<file path="src/hdl/kps_pkg.sv">
// Shared types and constants for the 2x2 keypad scanner.
// Used by kps_cfg, kps_core and keypad_2x2_scan_press_detect; no dependencies.
`timescale 1ns / 1ps

package kps_pkg;

    localparam int unsigned PERIOD_W = 8;
    localparam int unsigned POLLS_W  = 16;
    localparam int unsigned CODE_W   = 3;
    localparam int unsigned PHASE_W  = 2;
    localparam int unsigned ADDR_W   = 3;
    localparam int unsigned IN_W     = 8;
    localparam int unsigned OUT_W    = 16;

    localparam logic [PERIOD_W-1:0] SCAN_PERIOD_RESET = 8'd30;
    localparam logic [POLLS_W-1:0]  LONG_POLLS_RESET  = 16'd1000;
    localparam logic [PERIOD_W-1:0] ELAPSED_MAX       = 8'd255;

    // Key codes
    localparam logic [CODE_W-1:0] CODE_NONE  = 3'd0;
    localparam logic [CODE_W-1:0] CODE_RB_CA = 3'd1;
    localparam logic [CODE_W-1:0] CODE_RB_CB = 3'd2;
    localparam logic [CODE_W-1:0] CODE_RA_CA = 3'd3;
    localparam logic [CODE_W-1:0] CODE_RA_CB = 3'd4;

    // Register select, taken from paddr[2]
    localparam logic REG_SCAN_PERIOD = 1'b0;
    localparam logic REG_LONG_POLLS  = 1'b1;

    typedef struct packed {
        logic [PERIOD_W-1:0] scan_period_ms;
        logic [POLLS_W-1:0]  long_press_polls;
    } cfg_t;

    typedef struct packed {
        logic ms_tick;
        logic row_a_level;
        logic row_b_level;
    } poll_t;

    typedef struct packed {
        logic              column_a_drive;
        logic [CODE_W-1:0] key_code;
        logic [CODE_W-1:0] pressed_once;
        logic [CODE_W-1:0] long_press_key;
    } result_t;

endpackage

</file>
<file path="src/hdl/kps_cfg.sv">
// APB-style configuration registers for the keypad scanner.
// Depends on kps_pkg.
`timescale 1ns / 1ps

module kps_cfg
(
    input  logic                       clk,
    input  logic                       rst_n,
    input  logic                       psel,
    input  logic                       penable,
    input  logic                       pwrite,
    input  logic [kps_pkg::ADDR_W-1:0] paddr,
    input  logic [31:0]                pwdata,
    output logic [31:0]                prdata,
    output logic                       pready,
    output kps_pkg::cfg_t              cfg
);

    logic [kps_pkg::PERIOD_W-1:0] scan_period_reg;
    logic [kps_pkg::PERIOD_W-1:0] scan_period_next;
    logic [kps_pkg::POLLS_W-1:0]  long_polls_reg;
    logic [kps_pkg::POLLS_W-1:0]  long_polls_next;
    logic                         wr_en;

    assign pready = 1'b1;
    assign wr_en  = psel && penable && pwrite && pready;

    always_comb
    begin
        scan_period_next = scan_period_reg;
        long_polls_next  = long_polls_reg;
        if (wr_en)
        begin
            case (paddr[2])
                kps_pkg::REG_SCAN_PERIOD: scan_period_next = pwdata[kps_pkg::PERIOD_W-1:0];
                kps_pkg::REG_LONG_POLLS:  long_polls_next  = pwdata[kps_pkg::POLLS_W-1:0];
                default: ;
            endcase
        end
    end

    always_ff @(posedge clk or negedge rst_n)
    begin
        if (!rst_n)
        begin
            scan_period_reg <= kps_pkg::SCAN_PERIOD_RESET;
            long_polls_reg  <= kps_pkg::LONG_POLLS_RESET;
        end
        else
        begin
            scan_period_reg <= scan_period_next;
            long_polls_reg  <= long_polls_next;
        end
    end

    always_comb
    begin
        case (paddr[2])
            kps_pkg::REG_SCAN_PERIOD: prdata = {24'd0, scan_period_reg};
            kps_pkg::REG_LONG_POLLS:  prdata = {16'd0, long_polls_reg};
            default:                  prdata = 32'd0;
        endcase
    end

    assign cfg.scan_period_ms   = scan_period_reg;
    assign cfg.long_press_polls = long_polls_reg;

endmodule

</file>
<file path="src/hdl/kps_core.sv">
// Per-poll scan and press-detect logic with its state registers.
// Depends on kps_pkg.
`timescale 1ns / 1ps

module kps_core
(
    input  logic             clk,
    input  logic             rst_n,
    input  logic             step_en,
    input  kps_pkg::poll_t   poll,
    input  kps_pkg::cfg_t    cfg,
    output kps_pkg::result_t result
);

    logic [kps_pkg::PERIOD_W-1:0] elapsed_reg, elapsed_next;
    logic [kps_pkg::PHASE_W-1:0]  phase_reg, phase_next;
    logic [kps_pkg::CODE_W-1:0]   held_key_reg, held_key_next;
    logic                         press_latched_reg, press_latched_next;
    logic [kps_pkg::POLLS_W-1:0]  hold_count_reg, hold_count_next;
    logic [kps_pkg::CODE_W-1:0]   long_key_reg, long_key_next;

    logic [kps_pkg::PERIOD_W-1:0] elapsed_inc;
    logic [kps_pkg::POLLS_W-1:0]  hold_inc;
    logic [kps_pkg::CODE_W-1:0]   once;
    logic                         col_a;

    always_comb
    begin
        col_a = (phase_reg[1] == 1'b0);

        // Saturating millisecond count
        if (poll.ms_tick && (elapsed_reg != kps_pkg::ELAPSED_MAX))
            elapsed_inc = elapsed_reg + 1'b1;
        else
            elapsed_inc = elapsed_reg;

        elapsed_next  = elapsed_inc;
        phase_next    = phase_reg;
        held_key_next = held_key_reg;

        if (elapsed_inc >= cfg.scan_period_ms)
        begin
            elapsed_next = '0;
            if (!poll.row_a_level)
                held_key_next = col_a ? kps_pkg::CODE_RA_CA : kps_pkg::CODE_RA_CB;
            else if (!poll.row_b_level)
                held_key_next = col_a ? kps_pkg::CODE_RB_CA : kps_pkg::CODE_RB_CB;
            else
            begin
                held_key_next = kps_pkg::CODE_NONE;
                phase_next    = phase_reg + 1'b1;
            end
        end

        once               = kps_pkg::CODE_NONE;
        hold_inc           = hold_count_reg + 1'b1;
        press_latched_next = press_latched_reg;
        hold_count_next    = hold_count_reg;
        long_key_next      = long_key_reg;

        if (held_key_next != kps_pkg::CODE_NONE)
        begin
            if (!press_latched_reg)
            begin
                press_latched_next = 1'b1;
                once               = held_key_next;
            end
            hold_count_next = hold_inc;
            if (hold_inc == cfg.long_press_polls)
            begin
                long_key_next   = held_key_next;
                hold_count_next = '0;
            end
        end
        else
        begin
            press_latched_next = 1'b0;
            hold_count_next    = '0;
            long_key_next      = kps_pkg::CODE_NONE;
        end

        result.column_a_drive = col_a;
        result.key_code       = held_key_next;
        result.pressed_once   = once;
        result.long_press_key = long_key_next;
    end

    always_ff @(posedge clk or negedge rst_n)
    begin
        if (!rst_n)
        begin
            elapsed_reg       <= '0;
            phase_reg         <= '0;
            held_key_reg      <= kps_pkg::CODE_NONE;
            press_latched_reg <= 1'b0;
            hold_count_reg    <= '0;
            long_key_reg      <= kps_pkg::CODE_NONE;
        end
        else if (step_en)
        begin
            elapsed_reg       <= elapsed_next;
            phase_reg         <= phase_next;
            held_key_reg      <= held_key_next;
            press_latched_reg <= press_latched_next;
            hold_count_reg    <= hold_count_next;
            long_key_reg      <= long_key_next;
        end
    end

`ifndef NO_ASSERTIONS
    // The latch flag tracks whether a key is held
    a_latch_tracks_key: assert property (@(posedge clk) disable iff (!rst_n)
        press_latched_reg == (held_key_reg != kps_pkg::CODE_NONE))
        else $error("press latch out of step with held key");

    // A long-press code only stands while some key is held
    a_long_needs_key: assert property (@(posedge clk) disable iff (!rst_n)
        (long_key_reg != kps_pkg::CODE_NONE) |-> (held_key_reg != kps_pkg::CODE_NONE))
        else $error("long-press code without a held key");

    // The phase advances only on an empty sample
    a_phase_on_empty: assert property (@(posedge clk) disable iff (!rst_n)
        (step_en && (phase_next != phase_reg)) |-> (held_key_next == kps_pkg::CODE_NONE))
        else $error("scan phase advanced while a key was sampled");

    // The one-shot code fires only on a press edge
    a_once_on_edge: assert property (@(posedge clk) disable iff (!rst_n)
        (step_en && (once != kps_pkg::CODE_NONE)) |=> press_latched_reg)
        else $error("one-shot code without press latch");
`endif

endmodule

</file>
<file path="src/hdl/keypad_2x2_scan_press_detect.sv">
// Path: a poll beat is held in the input register, its result in the result register.
// Throughput: one poll per cycle; input register, single-pass scan logic, result register.
// A waiting result holds intake only once the input register also holds a beat.
// Reset: rst_n asynchronous, active low; clears all scan state, empties both stages,
// and loads scan_period_ms = 30 and long_press_polls = 1000.
// Depends on kps_pkg, kps_cfg and kps_core.
`timescale 1ns / 1ps

module keypad_2x2_scan_press_detect
(
    input  logic                      clk,
    input  logic                      rst_n,

    // Poll beats
    input  logic                      s_axis_tvalid,
    output logic                      s_axis_tready,
    input  logic [kps_pkg::IN_W-1:0]  s_axis_tdata,  // [0] ms_tick, [1] row_a_level,
                                                     // [2] row_b_level, rest zero

    // Result beats
    output logic                      m_axis_tvalid,
    input  logic                      m_axis_tready,
    output logic [kps_pkg::OUT_W-1:0] m_axis_tdata,  // [0] column_a_drive, [3:1] key_code,
                                                     // [6:4] pressed_once,
                                                     // [9:7] long_press_key, rest zero

    // Configuration
    input  logic                      psel,
    input  logic                      penable,
    input  logic                      pwrite,
    input  logic [kps_pkg::ADDR_W-1:0] paddr,
    input  logic [31:0]               pwdata,
    output logic [31:0]               prdata,
    output logic                      pready
);

    kps_pkg::cfg_t    cfg;
    kps_pkg::poll_t   poll_reg, poll_next;
    kps_pkg::result_t result;
    kps_pkg::result_t result_reg, result_next;

    logic in_valid_reg, in_valid_next;
    logic out_valid_reg, out_valid_next;
    logic advance;
    logic in_fire;
    logic step_en;

    // The result stage can take a new beat when empty or when its beat leaves now
    assign advance       = !out_valid_reg || m_axis_tready;
    assign step_en       = in_valid_reg && advance;
    assign s_axis_tready = !in_valid_reg || advance;
    assign in_fire       = s_axis_tvalid && s_axis_tready;

    kps_cfg u_cfg
    (
        .clk     (clk),
        .rst_n   (rst_n),
        .psel    (psel),
        .penable (penable),
        .pwrite  (pwrite),
        .paddr   (paddr),
        .pwdata  (pwdata),
        .prdata  (prdata),
        .pready  (pready),
        .cfg     (cfg)
    );

    kps_core u_core
    (
        .clk     (clk),
        .rst_n   (rst_n),
        .step_en (step_en),
        .poll    (poll_reg),
        .cfg     (cfg),
        .result  (result)
    );

    // Input stage: load on accept, drop when the poll moves on, else hold
    always_comb
    begin
        poll_next = poll_reg;
        if (in_fire)
        begin
            poll_next.ms_tick     = s_axis_tdata[0];
            poll_next.row_a_level = s_axis_tdata[1];
            poll_next.row_b_level = s_axis_tdata[2];
            in_valid_next         = 1'b1;
        end
        else if (advance)
            in_valid_next = 1'b0;
        else
            in_valid_next = in_valid_reg;
    end

    // Result stage: capture when the core steps, drop when taken
    always_comb
    begin
        result_next = result_reg;
        if (advance)
        begin
            out_valid_next = in_valid_reg;
            if (in_valid_reg)
                result_next = result;
        end
        else
            out_valid_next = out_valid_reg;
    end

    always_ff @(posedge clk or negedge rst_n)
    begin
        if (!rst_n)
        begin
            in_valid_reg  <= 1'b0;
            out_valid_reg <= 1'b0;
        end
        else
        begin
            in_valid_reg  <= in_valid_next;
            out_valid_reg <= out_valid_next;
        end
    end

    // Payload registers need no reset
    always_ff @(posedge clk)
    begin
        poll_reg   <= poll_next;
        result_reg <= result_next;
    end

    assign m_axis_tvalid = out_valid_reg;
    assign m_axis_tdata  = {6'd0,
                            result_reg.long_press_key,
                            result_reg.pressed_once,
                            result_reg.key_code,
                            result_reg.column_a_drive};

endmodule
</file>
<file path="config.mk">
export PLATFORM = sky130hd
export DESIGN_NAME = keypad_2x2_scan_press_detect
export DESIGN_NICKNAME = d
export VERILOG_FILES = /design/src/hdl/kps_pkg.sv /design/src/hdl/kps_cfg.sv /design/src/hdl/kps_core.sv /design/src/hdl/keypad_2x2_scan_press_detect.sv
export SDC_FILE = /design/constraint.sdc
export NUM_CORES = 1
export LEC_CHECK = 0
export BUFFER_PORTS_ARGS = -buffer_cell sky130_fd_sc_hd__buf_2
export CAP_MARGIN = 20
export CORE_MARGIN = 5
export CORE_UTILIZATION = 59
export DETAILED_ROUTE_END_ITERATION = 10
export PLACE_DENSITY = 0.95
export SLEW_MARGIN = 25
export SYNTH_ARGS = -nofsm -noshare
export SYNTH_HDL_FRONTEND = slang
export SYNTH_SLANG_ARGS = --single-unit
</file>
<file path="constraint.sdc">
create_clock -name clk -period 7.05 [get_ports clk]
set_input_delay 1.41 -clock clk [delete_from_list [all_inputs] [get_ports clk]]
set_output_delay 1.41 -clock clk [all_outputs]
set_load 0.01 [all_outputs]
</file>
==> flow_summary.toml <==
[layout]
area_growth_syn_to_layout_pct = 10.07
final_cell_area_um2 = 4733
antenna_cells = 0
ff_latch_area_um2 = 1879
drive_gt1_frac = 0.2412
mostFrequentLayoutCell = "sky130_fd_sc_hd__buf_2"
layout.cells.most_common_list = "sky130_fd_sc_hd__buf_2 (54), sky130_fd_sc_hd__dfrtp_1 (49), sky130_fd_sc_hd__nand2_1 (42)"
nFillCells = 559
layout.nets = 540
multiInputGateArea_um2 = 2167

[worst_hold_path]
min_to = "u_core.phase_reg[0]"
holdCritStartpoint = "u_core.phase_reg[0]"
holdPathStages = 1
worst_hold_path_type = "reg2reg"

[synth]
synth.area.top_cells = "sky130_fd_sc_hd__dfrtp_1 (29%), sky130_fd_sc_hd__edfxtp_1 (9.1%), sky130_fd_sc_hd__mux2_2 (6.8%)"
synthFlopType = "sky130_fd_sc_hd__dfrtp_1"
async_reset_ff_frac = 0.8194
post_synthesis_sequential_element_count = 72
multiplexer_share_of_the_synthesized_area = 0.07972
synth.top_cell.area_share = 0.2851
synthesis.yosys.warnings = 0
synth_top_family_by_area = "simple AND/OR/NAND/NOR gates"
avgSynthCellArea_um2 = 9.909
xor_xnor_share_of_the_synthesized_area = 0.05499
synth_seq_area_share = 0.4370
yosysUniqueCellTypes = 57
synth_enable_flop_cells = 13
synthesis.instances = 434
synth.cell_area_um2 = 4300
synthAdderAreaFrac = 0.02910
synthSimpleGateAreaFrac = 0.1757
area_fraction_in_compound_gates_after_synthesis = 0.1443
yosys.area.top_type = "sky130_fd_sc_hd__dfrtp_1"

[clock_tree]
path_clk_slew_ns = 0.08
clock_latency_ns = 0.35
htreeDepth = 3
cts_post_setup_buffers_inserted = 0
postCtsHoldBufs = 0
cts-buffers-inserted = 9
clock_sink_count = 72
cts_buffer_depth = 2
tritoncts_clock_tree = "yes"
cts_repair_resize_count = 0
cts_root_buf = "sky130_fd_sc_hd__clkbuf_8"

[floorplanning]
fp.coreArea_um2 = 7176
io-pin-count = 101
initial_utilization = 0.5993
chip_width_um = 95.38
design.die.area_um2 = 9096
die_height_um = 95.38
core.rowCount = 31

[sta]
max_freq_mhz = 251.1
final_count_of_negative_setup_slack_endpoints = 0
max_slew_margin = 0.3747
rsz0062_at_grt = "false"
worstMarginPinSlew_ns = 0.9308
hold-worst-slack_ns = 0.4817
final-hold-violation-count = 0
final.setup.tns_ns = 0
timing.final.crit_share = 0.5649
timing.clock.skew_ns = 0.007117
timing.final.crit_period_ns = 3.982
finalMaxSlewViolations = 0

[detailed_routing]
routed_wirelength_um = 9297
drt_first_pass_iters = 5
post-route-drc-count = 0
drtAntennaViolNets = 0
drtIter0Drc = 345
routed_wire_length_per_instance_um = 15.92
detailroute.via_count = 3369
detail_route.vias_per_cell = 5.769

[critical_path]
worstSetupPathType = "reg2reg"
critical_path.startpoint_type = "flip-flop"
worst_ep_required_time_ns = 7.33
critical_path.endpoint_type = "flip-flop"
reg2reg_slack_ns = 3.07
r2r-start = "u_core.elapsed_reg[0]"
timing.critical_path.arrival_ns = 4.26
worst-r2r-cell-count = 15
timing.rr.end = "u_core.hold_count_reg[13]"
path_max_fanout = 21

[power_and_ir_drop]
p_leak_uw = 0.002127
fin_total_pwr_uw = 1346
pwr_density_cell_nw_per_um2 = 284.5
irDropWorstVdd_mv = 0.1626

[placement]
place_congestion = 0.8383
hpwl_um = 6709
numPortBuffers = 54
post_dp_cell_area_um2 = 4538

[global_routing]
grt_max_degree = 60
grt_first_pass_wirelength_um = 15330
grt_overflow_total = 0
grt_pass1_vias = 3339
antenna_found_initial = 0
grt.total_usage = 0.2180

[outcome]
run_status = "finished clean"

[run]
max_cap_violations = 0
## final cells by class
cell class / count / area share
clock inverter: 7 / 0.01507
timing repair buffer: 59 / 0.06503
tap: 99 / 0.02617
multi-input combinational: 322 / 0.4578
sequential: 72 / 0.3970
inverter: 16 / 0.01269
clock buffer: 9 / 0.02617
## layer usage
metal,vias up,wire (um),GRT usage
met5,-,0,0
met4,0,187,0.08886
met3,17,631,0.04183
met2,119,4818,0.3808
met1,1640,3660,0.2639
li1,1593,-,-
## where the power goes
group	internal, uW	switching (uW)
combinational	178	244
sequential	515	81.8
clock	164	163
total	857	489
## logic make-up after synthesis
logic type               after synthesis
adder cells (fa/ha/maj)               10
XOR/XNOR                              27
flip-flops                            72
other                                  2
AND/OR/NAND/NOR                      144
multiplexers                          31
buffers and inverters                 61
AO/OA/AOI/OAI                         87
## Yosys cell counts, drive strengths merged (5+ instances only)
cell type	n
edfxtp	13
xnor2	15
clkbuf	12
ha	10
mux2	26
dfstp	10
nor2	19
nand3	13
inv	16
or3	7
nand2b	8
mux2i	5
nor3	16
buf	33
nand2	42
and2	9
o21ai	27
o31ai	10
dfrtp	49
nand4	6
a22o	8
a21oi	9
nor2b	7
xor2	12
## worst max-delay path by stage
stage / slack, ns / startpoint / endpoint
after detailed placement: 3.10 / u_core.elapsed_reg[0] / u_core.hold_count_reg[0]
after floorplan: 3.65 / u_core.elapsed_reg[0] / u_core.hold_count_reg[12]
after global routing: 2.75 / u_core.elapsed_reg[0] / u_core.hold_count_reg[0]
after CTS: 3.07 / u_core.elapsed_reg[0] / u_core.hold_count_reg[0]
final: 3.07 / u_core.elapsed_reg[0] / u_core.hold_count_reg[13]
after global placement: 3.21 / u_core.elapsed_reg[0] / u_core.hold_count_reg[0]
## worst max-delay path, stage by stage (launching register included)
cell and delay, ns:
sky130_fd_sc_hd__dfrtp_1 0.43, sky130_fd_sc_hd__ha_1 0.24, sky130_fd_sc_hd__nand3_1 0.14, sky130_fd_sc_hd__o21ai_1 0.18
sky130_fd_sc_hd__nor2_1 0.25, sky130_fd_sc_hd__nand3_1 0.19, sky130_fd_sc_hd__nor2_1 0.17, sky130_fd_sc_hd__xor2_1 0.21
sky130_fd_sc_hd__ha_1 0.27, sky130_fd_sc_hd__a21oi_1 0.12, sky130_fd_sc_hd__o21ai_1 0.08, sky130_fd_sc_hd__buf_4 0.20
sky130_fd_sc_hd__mux2i_1 0.13, sky130_fd_sc_hd__buf_4 0.22, sky130_fd_sc_hd__nor3_1 0.77, sky130_fd_sc_hd__a22o_1 0.29
## through the flow
stage,cells,worst slack [ns],util
finish,584,3.068,0.6596
global route,584,2.753,0.6596
CTS,584,3.075,0.6596
detailed placement,568,3.097,0.6324
global placement,568,3.210,0.6324
floorplan,455,3.651,-
Power figures use the tool's default switching activity.
